### config.mk
export PLATFORM = sky130hd
export DESIGN_NAME = spht_cover
export DESIGN_NICKNAME = d
export VERILOG_FILES = /design/src/rtl/core/spht_pkg.sv /design/src/rtl/core/spht_cover.sv
export SDC_FILE = /design/constraint.sdc
export NUM_CORES = 2
export LEC_CHECK = 0
export BUFFER_PORTS_ARGS = -buffer_cell sky130_fd_sc_hd__buf_2
export CORE_UTILIZATION = 60
export DETAILED_ROUTE_END_ITERATION = 6
export GPL_TIMING_DRIVEN = 0
export PLACE_DENSITY = 0.79
export SLEW_MARGIN = 40
export SYNTH_ARGS = -nofsm -noshare
export SYNTH_HDL_FRONTEND = slang
export SYNTH_SLANG_ARGS = --single-unit
export TNS_END_PERCENT = 50
### constraint.sdc
create_clock -name vclk -period 12.2
set_input_delay 0.61 -clock vclk [all_inputs]
set_output_delay 0.61 -clock vclk [all_outputs]
set_load 0.02 [all_outputs]
### src/rtl/core/spht_pkg.sv
// shared constants, codes and types of the shape pixel hit test
package spht_pkg;

    localparam int COORD_W    = 10;
    localparam int COLOR_W    = 24;
    localparam int KIND_W     = 3;
    localparam int CFG_IDX_W  = 3;
    localparam int CFG_DATA_W = 24;
    localparam int CLIP_W     = 13;
    localparam int SQ_W       = 2 * COORD_W;

    localparam int DEF_WIDTH  = 1024;
    localparam int DEF_HEIGHT = 1024;

    // primitive kinds
    localparam logic [KIND_W-1:0] KIND_RECT_OUTLINE  = 3'd0;
    localparam logic [KIND_W-1:0] KIND_RECT_FILLED   = 3'd1;
    localparam logic [KIND_W-1:0] KIND_RING          = 3'd2;
    localparam logic [KIND_W-1:0] KIND_HOVER_OUTLINE = 3'd3;
    localparam logic [KIND_W-1:0] KIND_HOVER_RING    = 3'd4;

    // configuration register indexes
    localparam logic [CFG_IDX_W-1:0] REG_PRIM_KIND   = 3'd0;
    localparam logic [CFG_IDX_W-1:0] REG_ANCHOR_X    = 3'd1;
    localparam logic [CFG_IDX_W-1:0] REG_ANCHOR_Y    = 3'd2;
    localparam logic [CFG_IDX_W-1:0] REG_EXTENT_X    = 3'd3;
    localparam logic [CFG_IDX_W-1:0] REG_EXTENT_Y    = 3'd4;
    localparam logic [CFG_IDX_W-1:0] REG_THICKNESS   = 3'd5;
    localparam logic [CFG_IDX_W-1:0] REG_BASE_COLOR  = 3'd6;
    localparam logic [CFG_IDX_W-1:0] REG_HOVER_COLOR = 3'd7;

    typedef struct packed {
        logic [KIND_W-1:0]  prim_kind;
        logic [COORD_W-1:0] anchor_x;
        logic [COORD_W-1:0] anchor_y;
        logic [COORD_W-1:0] extent_x;
        logic [COORD_W-1:0] extent_y;
        logic [COORD_W-1:0] thickness;
        logic [COLOR_W-1:0] base_color;
        logic [COLOR_W-1:0] hover_color;
    } t_cfg;

endpackage

### src/rtl/core/spht_cover.sv
// coverage and color logic between the input and result registers
module spht_cover #(
    parameter int WIDTH  = spht_pkg::DEF_WIDTH,
    parameter int HEIGHT = spht_pkg::DEF_HEIGHT
) (
    input  spht_pkg::t_cfg                     i_cfg,
    input  logic [spht_pkg::COORD_W-1:0]       i_px,
    input  logic [spht_pkg::COORD_W-1:0]       i_py,
    input  logic [spht_pkg::COORD_W-1:0]       i_cx,
    input  logic [spht_pkg::COORD_W-1:0]       i_cy,
    output logic                               o_paint,
    output logic [spht_pkg::COLOR_W-1:0]       o_color
);
    import spht_pkg::*;

    localparam logic [CLIP_W-1:0] CLIP_X = CLIP_W'(WIDTH);
    localparam logic [CLIP_W-1:0] CLIP_Y = CLIP_W'(HEIGHT);

    function automatic logic [COORD_W-1:0] abs_diff(
        input logic [COORD_W-1:0] a,
        input logic [COORD_W-1:0] b
    );
        abs_diff = (a >= b) ? (a - b) : (b - a);
    endfunction

    logic               pix_box;
    logic               cur_box;
    logic               edge_hit;
    logic [COORD_W-1:0] dpx, dpy, dcx, dcy, inner_mag;
    logic [SQ_W-1:0]    sq_px, sq_py, sq_cx, sq_cy, sq_r, sq_inner;
    logic [SQ_W:0]      d2_pix, d2_cur;
    logic               ring_hit;
    logic               ring_hover;
    logic               clipped;
    logic               hit;
    logic               hover;

    assign pix_box = (i_px >= i_cfg.anchor_x) && (i_px <= i_cfg.extent_x) &&
                     (i_py >= i_cfg.anchor_y) && (i_py <= i_cfg.extent_y);
    assign cur_box = (i_cx >= i_cfg.anchor_x) && (i_cx <= i_cfg.extent_x) &&
                     (i_cy >= i_cfg.anchor_y) && (i_cy <= i_cfg.extent_y);

    // near-edge bands, with ex - t moved across so nothing goes negative
    assign edge_hit =
        ({1'b0, i_px} <= ({1'b0, i_cfg.anchor_x} + {1'b0, i_cfg.thickness})) ||
        (({1'b0, i_px} + {1'b0, i_cfg.thickness}) >= {1'b0, i_cfg.extent_x}) ||
        ({1'b0, i_py} <= ({1'b0, i_cfg.anchor_y} + {1'b0, i_cfg.thickness})) ||
        (({1'b0, i_py} + {1'b0, i_cfg.thickness}) >= {1'b0, i_cfg.extent_y});

    // squares are taken on magnitudes, so the inner radius may go negative
    assign dpx       = abs_diff(i_px, i_cfg.anchor_x);
    assign dpy       = abs_diff(i_py, i_cfg.anchor_y);
    assign dcx       = abs_diff(i_cx, i_cfg.anchor_x);
    assign dcy       = abs_diff(i_cy, i_cfg.anchor_y);
    assign inner_mag = abs_diff(i_cfg.extent_x, i_cfg.thickness);

    assign sq_px    = dpx * dpx;
    assign sq_py    = dpy * dpy;
    assign sq_cx    = dcx * dcx;
    assign sq_cy    = dcy * dcy;
    assign sq_r     = i_cfg.extent_x * i_cfg.extent_x;
    assign sq_inner = inner_mag * inner_mag;

    assign d2_pix = {1'b0, sq_px} + {1'b0, sq_py};
    assign d2_cur = {1'b0, sq_cx} + {1'b0, sq_cy};

    assign ring_hit   = (d2_pix < {1'b0, sq_r}) && (d2_pix >= {1'b0, sq_inner});
    assign ring_hover = d2_cur < {1'b0, sq_r};

    assign clipped = ({{(CLIP_W-COORD_W){1'b0}}, i_px} >= CLIP_X) ||
                     ({{(CLIP_W-COORD_W){1'b0}}, i_py} >= CLIP_Y);

    always_comb begin
        hit   = 1'b0;
        hover = 1'b0;
        unique case (i_cfg.prim_kind)
            KIND_RECT_OUTLINE:  hit = pix_box && edge_hit;
            KIND_RECT_FILLED:   hit = pix_box;
            KIND_RING:          hit = ring_hit;
            KIND_HOVER_OUTLINE: begin
                hit   = pix_box && edge_hit;
                hover = cur_box;
            end
            KIND_HOVER_RING: begin
                hit   = ring_hit;
                hover = ring_hover;
            end
            default: begin
                hit   = 1'b0;
                hover = 1'b0;
            end
        endcase
    end

    assign o_paint = hit && !clipped;
    assign o_color = !o_paint ? '0 :
                     (hover ? i_cfg.hover_color : i_cfg.base_color);

endmodule

==> summary.txt <==
Global route
  • GRT Overall Usage: 0.334
  • Vias in the first global route: 22700
  • Grt total ovfl: 0
  • Pin count of the biggest net entering global routing: 14
  • First-pass GRT wire length: 115000 um
  • Initial antenna violation count: 4

Timing
  • Post-layout minimum cycle time: 11.93 ns
  • Final Max Tran Viols: 0
  • Worst Tran Pin Value: 0.689 ns
  • Setup tns final: 0 ns
  • Post-route clock period utilization: 0.978
  • Minimum hold slack: 1.61 ns
  • Fmax: 83.8 MHz
  • Final hold violation count: 0
  • Max_slew headroom: 0.532
  • # setup viols final: 0

Finish
  • Layout Cells excl Fill: 3721
  • Final #Nets: 4224
  • Area growth syn-to-layout: 10.1%
  • Filler cells: 3341
  • Share of cells above drive strength 1: 0.137
  • Seq_cells: 0
  • Clk_buf instances: 0
  • FF/Latch Area: 0 um2

Flow run
  • Max-cap viol count: 0

Worst setup path
  • CP max FO: 10
  • CP startpoint kind: primary input
  • WP data required: 11.59 ns
  • Critical Path Source: i_py[0]
  • Slowest cell on crit path: fa_1
  • Crit Path Category: primary input to primary output
  • Crit path largest cell delay: 0.56 ns
  • Critical path arrival: 11.32 ns
  • Most common cell on crit path: fa_1
  • CP endpoint kind: primary output
  • Worst Setup EP: o_color[5]

Run status
  • Outcome: complete, no violations

Routing
  • Drt pass-1 iters: 7
  • Detail Route Antenna Nets: 0
  • Routed WL: 71700 um
  • Vias/cell: 5.82
  • Iteration-0 DRC Markers: 1430
  • DR vias: 21700
  • DRC viols: 0
  • Wire length per cell: 19.3 um

Synthesis
  • Cell Area, Synth: 0.0256 mm2
  • Ranking of synthesized cells by area: fa_1 (29%), ha_1 (26%), inv_1 (9.2%)
  • Post-synth net total: 4023
  • Yosys top cell area share: 0.289
  • Post-synthesis cell type count: 97
  • Sequential-to-total area share from yosys stat: 0
  • Cell accounting for the most synthesized area: fa_1
  • Mean Syn Cell Area: 8.58 um2
  • Warnings, synthesis: 0
  • Cell count after synthesis: 2978

Placed design
  • Placed Instances: 3683
  • Final GP Congestion: 1.01
  • Port-buffer cells: 166
  • Post-detail-place hpwl: 62600 um

Floorplan
  • IO Pins: 166
  • Die Span X: 208 um
  • Chip Height: 208 um
  • Core ar.: 0.0419 mm2
  • Die area: 0.0434 mm2
  • Starting density of the core: 0.609
  • Site row count: 75

Min path
  • Tightest Hold Check Type: primary input to primary output
synth_stat cells, drive strengths merged (24+ instances only):
| library cell | number |
|---|---|
| a21o | 67 |
| a21oi | 184 |
| fa | 369 |
| ha | 535 |
| inv | 638 |
| mux2i | 55 |
| nand2 | 128 |
| nand2b | 58 |
| nand3 | 27 |
| nand4 | 24 |
| nor2 | 242 |
| nor2b | 38 |
| nor3 | 31 |
| o21a | 31 |
| o21ai | 82 |
| o21bai | 28 |
| or2 | 44 |
| xnor2 | 110 |
| xor2 | 59 |
critical path, delay by kind of cell:
kind | cells | cell delay [ns]
fa+ha+maj | 11 | 4.51
compound gates | 14 | 3.24
buf+inv | 11 | 1.54
simple gates | 6 | 1.04
xor+xnor | 2 | 0.37
routing by layer:
layer | GRT usage | vias up | share of wire | routed length (um)
li1 | - | 10100 | - | -
met1 | 0.448 | 10500 | 0.42 | 30000
met2 | 0.563 | 919 | 0.47 | 33400
met3 | 0.0303 | 172 | 0.073 | 5220
met4 | 0.117 | 0 | 0.044 | 3140
met5 | 0 | - | 0 | 0
placed cells by master (no fill, tap or decap), types with 13 or more instances in the layout:
| cell | netlist | routed |
|---|---|---|
| xor2_1 | 54 | 43 |
| o21bai_1 | 28 | 28 |
| ha_1 | 535 | 530 |
| nor2b_1 | 37 | 37 |
| nand3_1 | 25 | 24 |
| nand2_1 | 126 | 124 |
| nand4_1 | 23 | 23 |
| clkbuf_1 | 22 | 14 |
| nand2b_1 | 57 | 56 |
| inv_1 | 627 | 622 |
| o21ai_0 | 72 | 67 |
| buf_2 | 13 | 167 |
| a21o_1 | 66 | 66 |
| o21a_1 | 30 | 30 |
| buf_4 | 5 | 47 |
| fa_1 | 369 | 366 |
| mux2i_1 | 55 | 38 |
| xnor2_2 | 6 | 13 |
| nor3_1 | 31 | 31 |
| a21oi_1 | 179 | 172 |
| nor2_1 | 236 | 235 |
| or2_2 | 40 | 40 |
| a211oi_1 | 17 | 14 |
| xnor2_1 | 103 | 89 |
area by class of cell:
cell class	count	area [um2]	share of cell area
multi-input combinational	2292	23600	0.840
buffer	45	280	0.00996
inverter	641	2420	0.0860
timing repair buffer	199	1120	0.0397
antenna	5	12.5	0.000445
tap	539	674	0.0240
worst min path at each step:
stage / cells after the start / from / slack, ns / end
floorplan: 2 / i_cfg[34] / 1.44 / o_color[10]
global placement: 4 / i_cfg[30] / 1.61 / o_color[6]
detailed placement: 4 / i_cfg[25] / 1.61 / o_color[1]
CTS: 4 / i_cfg[25] / 1.61 / o_color[1]
global route: 4 / i_cfg[39] / 1.63 / o_color[15]
finish: 4 / i_cfg[25] / 1.61 / o_color[1]
logic make-up (layout without fill, tap and decap cells):
logic type,count (synthesis),in the layout,share of synthesized area
AO/OA/AOI/OAI,511,511,0.132
XOR/XNOR,169,169,0.0623
adder cells (fa/ha/maj),904,904,0.551
buffers and inverters,686,885,0.104
multiplexers,74,74,0.0307
other,0,5,0
AND/OR/NAND/NOR,634,634,0.120
per-stage QoR:
| step | util | cell area, um2 | setup slack (ns) |
|---|---|---|---|
| 6_report | 0.671 | 28100 | 0.266 |
| 5_1_grt | 0.671 | 28100 | -0.166 |
| 4_1_cts | 0.652 | 27400 | 0.0166 |
| 3_5_place_dp | 0.647 | 27100 | -1.16 |
| 3_3_place_gp | 0.645 | 27100 | -0.711 |
| 2_1_floorplan | - | 25600 | 1.05 |
what timing repair did:
item                       in CTS  in global routing
hold buffers                    0                  0
resized for setup              27                125
setup endpoints to repair      25                 25
buffers inserted                8                 25
hold endpoints to repair        0                  0
pin swaps                       4                 22
Power is left out: the tool's default activity adds up to more than one toggle a clock period on the data nets, which glitch-free logic cannot reach.
